<file path="config.mk">
export PLATFORM = sky130hd
export DESIGN_NAME = double_buffered_line_assembler_core
export DESIGN_NICKNAME = d
export VERILOG_FILES = /design/src/dbla_pkg.sv /design/src/dbla_ram.sv /design/src/dbla_front.sv /design/src/dbla_back.sv /design/src/double_buffered_line_assembler_core.sv
export SDC_FILE = /design/constraint.sdc
export NUM_CORES = 2
export LEC_CHECK = 0
export BUFFER_PORTS_ARGS = -buffer_cell sky130_fd_sc_hd__buf_2
export CAP_MARGIN = 25
export CORE_MARGIN = 3
export CORE_UTILIZATION = 45
export CTS_BUF_LIST = sky130_fd_sc_hd__clkbuf_2
export CTS_CLUSTER_SIZE = 14
export DETAILED_ROUTE_END_ITERATION = 8
export GPL_ROUTABILITY_DRIVEN = 0
export PLACE_DENSITY = 0.61
export SLEW_MARGIN = 30
export SYNTH_ARGS = -nofsm -noshare
export SYNTH_HDL_FRONTEND = slang
export SYNTH_SLANG_ARGS = --single-unit
</file>
<file path="constraint.sdc">
create_clock -name clock -period 11.38 [get_ports clock]
set_input_delay 1.138 -clock clock [delete_from_list [all_inputs] [get_ports clock]]
set_output_delay 1.138 -clock clock [all_outputs]
set_load 0.005 [all_outputs]
</file>
<file path="src/dbla_pkg.sv">
// ----------------------------------------------------------------------------
// dbla_pkg
// Shared constants and types for the double-buffered line assembler.
// ----------------------------------------------------------------------------
`default_nettype none

package dbla_pkg;

   // Line geometry
   localparam int LINE_CAPACITY = 81;
   localparam int CNT_W         = 7;                  // fill count, 0..LINE_CAPACITY
   localparam int POS_W         = 7;                  // byte position inside one buffer
   localparam int STORE_AW      = POS_W + 1;          // buffer select plus position
   localparam int STORE_DEPTH   = 2 ** STORE_AW;

   // Queue between front and back
   localparam int FIFO_DEPTH    = 4;
   localparam int FIFO_PTR_W    = 2;
   localparam int FIFO_LVL_W    = 3;

   // Item kinds
   localparam logic [1:0] KIND_CHAR    = 2'd0;
   localparam logic [1:0] KIND_RELEASE = 2'd1;
   localparam logic [1:0] KIND_READ    = 2'd2;

   // Character codes
   localparam logic [7:0] CH_LF    = 8'h0A;
   localparam logic [7:0] CH_CR    = 8'h0D;
   localparam logic [7:0] CH_SPACE = 8'h20;
   localparam logic [7:0] CH_TILDE = 8'h7E;

   typedef struct packed {
      logic             line_ready;
      logic             line_dropped;
      logic             line_buffer;
      logic [CNT_W-1:0] line_length;
      logic [7:0]       read_data;
   } rsp_word_type;

endpackage

`default_nettype wire

</file>
<file path="src/dbla_ram.sv">
// ----------------------------------------------------------------------------
// dbla_ram
// Generic single-write, single-read RAM with registered read data.
// ----------------------------------------------------------------------------
`default_nettype none

module dbla_ram #(
   parameter int WIDTH = 8,
   parameter int DEPTH = 256
) (
   input  wire logic                     clock,
   input  wire logic                     wr_en,
   input  wire logic [$clog2(DEPTH)-1:0] wr_addr,
   input  wire logic [WIDTH-1:0]         wr_data,
   input  wire logic [$clog2(DEPTH)-1:0] rd_addr,
   output      logic [WIDTH-1:0]         rd_data
);

   logic [WIDTH-1:0] mem_ff [DEPTH];

   always_ff @(posedge clock) begin
      if (wr_en) begin
         mem_ff[wr_addr] <= wr_data;
      end
      rd_data <= mem_ff[rd_addr];
   end

endmodule

`default_nettype wire

</file>
<file path="src/dbla_front.sv">
// ----------------------------------------------------------------------------
// dbla_front
// Accepts items, updates line state, writes and reads the line store.
// ----------------------------------------------------------------------------
`default_nettype none

module dbla_front (
   input  wire logic                           clock,
   input  wire logic                           reset,
   input  wire logic                           req_valid,
   output      logic                           req_stall,
   input  wire logic [1:0]                     req_kind,
   input  wire logic [7:0]                     req_char_byte,
   input  wire logic [6:0]                     req_read_index,
   input  wire logic [dbla_pkg::FIFO_LVL_W-1:0] fifo_level,
   output      logic                           push_valid,
   output      dbla_pkg::rsp_word_type         push_word
);
   import dbla_pkg::*;

   logic [CNT_W-1:0]    cnt0_ff, cnt0_in, cnt1_ff, cnt1_in;
   logic                active_ff, active_in;
   logic                held_ff, held_in;
   logic                busy_ff, busy_in;
   logic                s1_valid_ff;
   logic                s1_hit_ff, hit_in;
   rsp_word_type        s1_word_ff, word_in;
   logic [CNT_W-1:0]    cnt_act, cnt_held, cnt_act_in, cnt_held_in;
   logic                accept;
   logic                wr_en;
   logic [POS_W-1:0]    wr_pos;
   logic [7:0]          wr_data;
   logic [7:0]          rd_data;
   logic [FIFO_LVL_W:0] in_flight;

   // Hold off while the queue could not take everything in flight
   assign in_flight = {1'b0, fifo_level} + (FIFO_LVL_W+1)'(s1_valid_ff);
   assign req_stall = (in_flight >= (FIFO_LVL_W+1)'(FIFO_DEPTH));
   assign accept    = req_valid && !req_stall;

   assign cnt_act  = active_ff ? cnt1_ff : cnt0_ff;
   assign cnt_held = held_ff   ? cnt1_ff : cnt0_ff;

   always_comb begin
      active_in   = active_ff;
      held_in     = held_ff;
      busy_in     = busy_ff;
      cnt_act_in  = cnt_act;
      cnt_held_in = cnt_held;
      wr_en       = 1'b0;
      wr_pos      = POS_W'(cnt_act);
      wr_data     = req_char_byte;
      hit_in      = 1'b0;
      word_in     = '0;
      if (accept) begin
         case (req_kind)
            KIND_CHAR: begin
               if (cnt_act >= CNT_W'(LINE_CAPACITY)) begin
                  // Full buffer: restart it with this byte, whatever it is
                  wr_en      = 1'b1;
                  wr_pos     = '0;
                  cnt_act_in = CNT_W'(1);
               end else if (req_char_byte == CH_CR) begin
                  cnt_act_in = cnt_act;
               end else if (req_char_byte == CH_LF) begin
                  if (!busy_ff) begin
                     wr_en               = 1'b1;
                     wr_data             = 8'h00;
                     cnt_act_in          = CNT_W'(cnt_act + 1'b1);
                     busy_in             = 1'b1;
                     held_in             = active_ff;
                     active_in           = !active_ff;
                     word_in.line_ready  = 1'b1;
                     word_in.line_length = CNT_W'(cnt_act + 1'b1);
                  end else begin
                     cnt_act_in           = '0;
                     word_in.line_dropped = 1'b1;
                  end
               end else if (req_char_byte inside {[CH_SPACE:CH_TILDE]}) begin
                  wr_en      = 1'b1;
                  cnt_act_in = CNT_W'(cnt_act + 1'b1);
               end
            end
            KIND_RELEASE: begin
               busy_in     = 1'b0;
               cnt_held_in = '0;
            end
            KIND_READ: begin
               hit_in = (req_read_index < cnt_held);
            end
            default: ;
         endcase
      end
      word_in.line_buffer = held_in;
   end

   // At most one of the two counts changes per item
   always_comb begin
      cnt0_in = cnt0_ff;
      cnt1_in = cnt1_ff;
      if (accept && req_kind == KIND_CHAR) begin
         if (active_ff) cnt1_in = cnt_act_in;
         else           cnt0_in = cnt_act_in;
      end else if (accept && req_kind == KIND_RELEASE) begin
         if (held_ff) cnt1_in = cnt_held_in;
         else         cnt0_in = cnt_held_in;
      end
   end

   always_ff @(posedge clock) begin
      if (reset) begin
         cnt0_ff     <= '0;
         cnt1_ff     <= '0;
         active_ff   <= 1'b0;
         held_ff     <= 1'b0;
         busy_ff     <= 1'b0;
         s1_valid_ff <= 1'b0;
      end else begin
         cnt0_ff     <= cnt0_in;
         cnt1_ff     <= cnt1_in;
         active_ff   <= active_in;
         held_ff     <= held_in;
         busy_ff     <= busy_in;
         s1_valid_ff <= accept;
      end
      s1_word_ff <= word_in;
      s1_hit_ff  <= hit_in;
   end

   dbla_ram #(
      .WIDTH (8),
      .DEPTH (STORE_DEPTH)
   ) u_store (
      .clock   (clock),
      .wr_en   (wr_en),
      .wr_addr ({active_ff, wr_pos}),
      .wr_data (wr_data),
      .rd_addr ({held_ff, req_read_index}),
      .rd_data (rd_data)
   );

   always_comb begin
      push_word           = s1_word_ff;
      push_word.read_data = s1_hit_ff ? rd_data : 8'h00;
   end
   assign push_valid = s1_valid_ff;

endmodule

`default_nettype wire

</file>
<file path="src/dbla_back.sv">
// ----------------------------------------------------------------------------
// dbla_back
// Result queue; delivers words on the response channel.
// ----------------------------------------------------------------------------
`default_nettype none

module dbla_back (
   input  wire logic                            clock,
   input  wire logic                            reset,
   input  wire logic                            push_valid,
   input  wire dbla_pkg::rsp_word_type          push_word,
   output      logic [dbla_pkg::FIFO_LVL_W-1:0] fifo_level,
   output      logic                            rsp_valid,
   input  wire logic                            rsp_stall,
   output      logic                            rsp_line_ready,
   output      logic                            rsp_line_dropped,
   output      logic                            rsp_line_buffer,
   output      logic [6:0]                      rsp_line_length,
   output      logic [7:0]                      rsp_read_data
);
   import dbla_pkg::*;

   rsp_word_type            mem_ff [FIFO_DEPTH];
   logic [FIFO_PTR_W-1:0]   wr_ptr_ff, wr_ptr_in;
   logic [FIFO_PTR_W-1:0]   rd_ptr_ff, rd_ptr_in;
   logic [FIFO_LVL_W-1:0]   count_ff, count_in;
   logic                    pop;
   rsp_word_type            head;

   assign rsp_valid = (count_ff != '0);
   assign pop       = rsp_valid && !rsp_stall;
   assign head      = mem_ff[rd_ptr_ff];

   assign wr_ptr_in = push_valid ? FIFO_PTR_W'(wr_ptr_ff + 1'b1) : wr_ptr_ff;
   assign rd_ptr_in = pop ? FIFO_PTR_W'(rd_ptr_ff + 1'b1) : rd_ptr_ff;

   always_comb begin
      count_in = count_ff;
      case ({push_valid, pop})
         2'b10:   count_in = FIFO_LVL_W'(count_ff + 1'b1);
         2'b01:   count_in = FIFO_LVL_W'(count_ff - 1'b1);
         default: count_in = count_ff;
      endcase
   end

   always_ff @(posedge clock) begin
      if (reset) begin
         wr_ptr_ff <= '0;
         rd_ptr_ff <= '0;
         count_ff  <= '0;
      end else begin
         wr_ptr_ff <= wr_ptr_in;
         rd_ptr_ff <= rd_ptr_in;
         count_ff  <= count_in;
      end
      if (push_valid) begin
         mem_ff[wr_ptr_ff] <= push_word;
      end
   end

   assign fifo_level       = count_ff;
   assign rsp_line_ready   = head.line_ready;
   assign rsp_line_dropped = head.line_dropped;
   assign rsp_line_buffer  = head.line_buffer;
   assign rsp_line_length  = head.line_length;
   assign rsp_read_data    = head.read_data;

endmodule

`default_nettype wire

</file>
<file path="src/double_buffered_line_assembler_core.sv">
// ----------------------------------------------------------------------------
// double_buffered_line_assembler_core
// Assembles received characters into lines in two ping-pong buffers.
// ----------------------------------------------------------------------------
// Request channel (req_valid / req_stall): each word carries a kind, a
// character byte and a read index. Kind selects character, release of the
// held line, or read of one byte of the held line. Every accepted word
// produces exactly one response word on rsp_valid / rsp_stall, in order.
//
// A response is registered with the state update and line store read,
// then queued. Throughput: one word per cycle while req_stall is low;
// the line store is a single-write, single-read RAM, and each word needs
// at most one access of each kind.
//
// Reset clears fill counts, buffer selects, the busy flag and the queue.
// The line store is not cleared; only bytes below a fill count are read.
// When the receiver stalls, results collect in a 4-entry queue; req_stall
// rises once the queue plus the word in flight would fill it.
// ----------------------------------------------------------------------------
`default_nettype none

module double_buffered_line_assembler_core (
   input  wire logic       clock,
   input  wire logic       reset,
   input  wire logic       req_valid,
   output      logic       req_stall,
   input  wire logic [1:0] req_kind,
   input  wire logic [7:0] req_char_byte,
   input  wire logic [6:0] req_read_index,
   output      logic       rsp_valid,
   input  wire logic       rsp_stall,
   output      logic       rsp_line_ready,
   output      logic       rsp_line_dropped,
   output      logic       rsp_line_buffer,
   output      logic [6:0] rsp_line_length,
   output      logic [7:0] rsp_read_data
);
   import dbla_pkg::*;

   logic                  push_valid;
   rsp_word_type          push_word;
   logic [FIFO_LVL_W-1:0] fifo_level;

   dbla_front u_front (
      .clock          (clock),
      .reset          (reset),
      .req_valid      (req_valid),
      .req_stall      (req_stall),
      .req_kind       (req_kind),
      .req_char_byte  (req_char_byte),
      .req_read_index (req_read_index),
      .fifo_level     (fifo_level),
      .push_valid     (push_valid),
      .push_word      (push_word)
   );

   dbla_back u_back (
      .clock            (clock),
      .reset            (reset),
      .push_valid       (push_valid),
      .push_word        (push_word),
      .fifo_level       (fifo_level),
      .rsp_valid        (rsp_valid),
      .rsp_stall        (rsp_stall),
      .rsp_line_ready   (rsp_line_ready),
      .rsp_line_dropped (rsp_line_dropped),
      .rsp_line_buffer  (rsp_line_buffer),
      .rsp_line_length  (rsp_line_length),
      .rsp_read_data    (rsp_read_data)
   );

endmodule

`default_nettype wire

</file>
==> summary.md <==
| Metric | Value |
|---|---|
| I/O pin total | `between 40 and 50` |
| Global-route wire length before repair | `about 290,000 um` |
| Post-CTS setup repair buffer count | `0` |
| Crit-path slowest cell | `nor2_1` |
| Pin count of the biggest net entering global routing | `between 200 and 250` |
| Port buffer count | `40` |
| CP required | `between 10,000 and 15,000 ps` |
| Distinct cells, synth | `between 70 and 80` |
| # clock sinks | `roughly 2,200` |
| Hold WS | `approximately 180 ps` |
| Slew @ Worst Pin | `between 1000 and 1500 ps` |
| Syn avg cell area | `slightly above 20 um^2` |
| Register area | `64,600 um^2` |
| Total GRT Usage | `0.209` |
| Overflow after GRT | `0` |
| Setup CP Type | `reg2reg` |
| Die H | `437 um` |
| Min-Delay Path Depth | `3` |
| Maximum root-to-sink buffer count | `4` |
| Final HPWL DP | `around 120,000 um` |
| Final setup viols | `0` |
| Critical path capture point type | `flop` |
| H-tree levels | `6` |
| Post-Place Cells | `7,160` |
| Synth area leader | `edfxtp_1` |
| Slew HR | `0.234` |
| FF+latch count, synth | `2,166` |
| Antenna violations before repair | `9` |
| CTS tree | `yes` |
| Die area | `191,000 um^2` |
| # DRC | `0` |
| Fill count | `between 15,000 and 20,000` |
| CTS Buf Count | `roughly 550` |
| Setup WS pre-CTS | `5680 ps` |
| Worst hold endpoint | `u_front.u_store.mem_ff[39][1]` |
| Setup crit start kind | `flop` |
| Pwr Density | `159 nW/um^2` |
| Die X | `between 400 and 500 um` |
| Worst clock skew | `151 ps` |
| FMAX | `roughly 0.22 GHz` |
| FF-to-FF End | `u_front.u_store.mem_ff[141][7]` |
| CP delay by family, top | `simple AND/OR/NAND/NOR gates` |
| Vias | `between 40,000 and 50,000` |
| Post-synthesis sequential area ratio | `0.772` |
| Min-delay worst type | `in2reg` |
| Final Max Tran Viols | `0` |
| Setup slack, reg-to-reg | `between 6000 and 7000 ps` |
| R2r startpoint | `u_front.active_ff` |
| Min-delay src | `req_char_byte[1]` |
| Synth top area cells | `edfxtp_1 76%, mux4_2 12%, mux2i_1 1.8%` |
| Yosys warns | `0` |
| CP bufs+invs | `1` |
| Worst Path Arrival | `just under 6000 ps` |
| Synth Cell Area | `between 80,000 and 90,000 um^2` |
| WL per Instance | `around 25 um` |
| CORE AREA | `~180,000 um^2` |
| RSZ-0062 raised after global routing | `no` |
| Avg Vias per Cell | `about 5.4` |
| WL final | `200,000 um` |
| Mapped Cells | `between 4,000 and 5,000` |
| Final period utilization | `0.403` |
| Worst setup slack after layout | `roughly 6800 ps` |
| Core Rows | `157` |
| Post-synth ARST share | `0` |
| R2R depth | `6` |
| Drt first pass iters | `5` |
| Core Util, Final | `0.515` |
| Worst-Skew Late Latency | `about 1800 ps` |
| Outcome | `completed` |
| P_leak | `between 30 and 40 nW` |
| Final hold violations | `0` |
| Cells along the critical path | `buf_4, mux2i_1, o21ai_1, a21oi_1, nand4_1, nor2_1` |
| Post-route ant nets | `0` |
| Layout Area Growth over Synthesis | `13.3%` |
| Post-synth top area share | `0.761` |
| Vias in the first global route | `around 45,000` |
| Max FO, Critical Path | `32` |
| Non-Filler Instances | `between 8,000 and 9,000` |
| Initial cell density of the core | `0.455` |
| Post-synth EDFFs | `~2,100` |
| Clock transition at path regs | `around 110 ps` |
| Share of cells above drive strength 1 | `0.268` |
| Root buf cell | `clkbuf_2` |
| Final Critical Period | `4590 ps` |
| Setup TNS | `0 ps` |
| Max Cap Viol | `0` |
| Initial DRC Count | `roughly 3,700` |
| Top_reg_cell synth | `edfxtp_1` |
| VDD IR max | `between 0.00008 and 0.00009 V` |
| Area used by multi-input combinational logic | `between 20,000 and 25,000 um^2` |
| Worst path max stage delay | `880 ps` |
| Nets@finish | `approximately 5,300` |
## synthesized netlist by cell type, drive strengths merged, types with 14 or more instances
master and n:
or2 14, nand2 69, dfxtp 46, a211oi 15
a21oi 141, edfxtp 2120, and2 25, o221ai 33
nor2b 16, o22ai 25, a221oi 21, buf 125
nor2 182, a22oi 173, o21ai 38, nand3 15
nor4 30, nor3 40, clkbuf 125, mux2i 148
or3 18, mux4 455
## through the flow
step	instance area [um^2]	power, mW
floorplan	86400	9.90
global placement	89800	10.2
detailed placement	89900	10.2
CTS	94600	15.2
global route	94800	15.8
finish	94800	15.0
## sequential cells by signal (all words and copies together) (netlist names), named ones only
| signal | cells |
|---|---|
| u_front.u_store.rd_data | 8 |
| u_front.push_valid | 1 |
| u_front.cnt1_ff | 7 |
| u_back.mem_ff | 72 |
| u_front.held_ff | 1 |
| u_back.wr_ptr_ff | 2 |
| u_front.u_store.mem_ff | 2048 |
| u_front.busy_ff | 1 |
| u_back.rd_ptr_ff | 2 |
| u_front.s1_hit_ff | 1 |
| u_back.fifo_level | 3 |
| u_front.cnt0_ff | 7 |
| u_front.active_ff | 1 |
| u_front.push_word | 10 |
## worst reg2reg max path: stages (launching register included)
cell     delay [ps]
dfxtp_1         320
buf_4           430
mux2i_1         800
o21ai_1         330
a21oi_1         830
nand4_1         620
nor2_1          880
## worst max path at each step
stage | startpoint | endpoint | slack (ps) | cells past startpoint
2_1_floorplan | req_char_byte[1] | u_front.u_store.mem_ff[0][1] | 5150 | 6
3_3_place_gp | req_read_index[0] | u_front.u_store.rd_data[0] | 5780 | 8
3_5_place_dp | req_char_byte[6] | u_front.u_store.mem_ff[192][6] | 5680 | 9
4_1_cts | flop | rsp_line_length[1] | 6690 | 2
5_1_grt | u_front.active_ff | u_front.u_store.mem_ff[141][4] | 6550 | 8
6_report | u_front.active_ff | u_front.u_store.mem_ff[141][7] | 6790 | 6
## layout make-up
cell class | count | area share
Clock inverter | 120 | 0.00685
Tap cell | 2464 | 0.0325
Timing Repair Buffer | 180 | 0.0161
Clock buffer | 784 | 0.0414
Antenna cell | 9 | 0.000238
Inverter | 13 | 0.000515
Multi-Input combinational cell | 2360 | 0.221
Sequential cell | 2166 | 0.681
## per-layer routing
metal  part of all wire  track usage
met1               0.41        0.283
met2               0.48        0.331
met3              0.081       0.0536
met4              0.029       0.0747
met5           0.000090            0
## layout by cell type (no fill, tap or decap), drive strengths merged, types with 18 or more instances in the layout
master and count:
nor2 182, o221ai 33, dfxtp 46, conb 752, dlygate4sd3 20, mux2i 148, clkbuf 790, o22ai 25
nand2 69, o21ai 38, inv 32, a22oi 173, a21oi 141, clkinv 94, mux4 455, edfxtp 2120
nor3 40, nor4 30, and2 25, buf 154, or3 18, a221oi 21
## cell families (layout without fill, tap and decap cells)
group / Yosys count / count (layout) / synth area share
AOI/OAI and AO/OA: 512 / 512 / 0.0417
xor gates and xnor gates: 13 / 13 / 0.00136
adders and majority gates: 14 / 14 / 0.00218
buffers and inverters: 263 / 1097 / 0.0141
DFF: 2166 / 2166 / 0.772
muxes: 609 / 609 / 0.141
other: 1 / 761 / 0.0000449
and+or+nand+nor: 460 / 460 / 0.0270
## timing repair
action | CTS | global route
hold buffers | 20 | 0
gates resized for setup | 0 | 0
hold endpoints to repair | 463 | 0
## power by group
| part | switching [mW] | internal [mW] |
|---|---|---|
| Sequential | 0.0682 | 9.01 |
| Combinational | 0.593 | 0.377 |
| Clock | 3.01 | 1.98 |
| Total | 3.67 | 11.4 |
(Power assumes the default switching activity.)
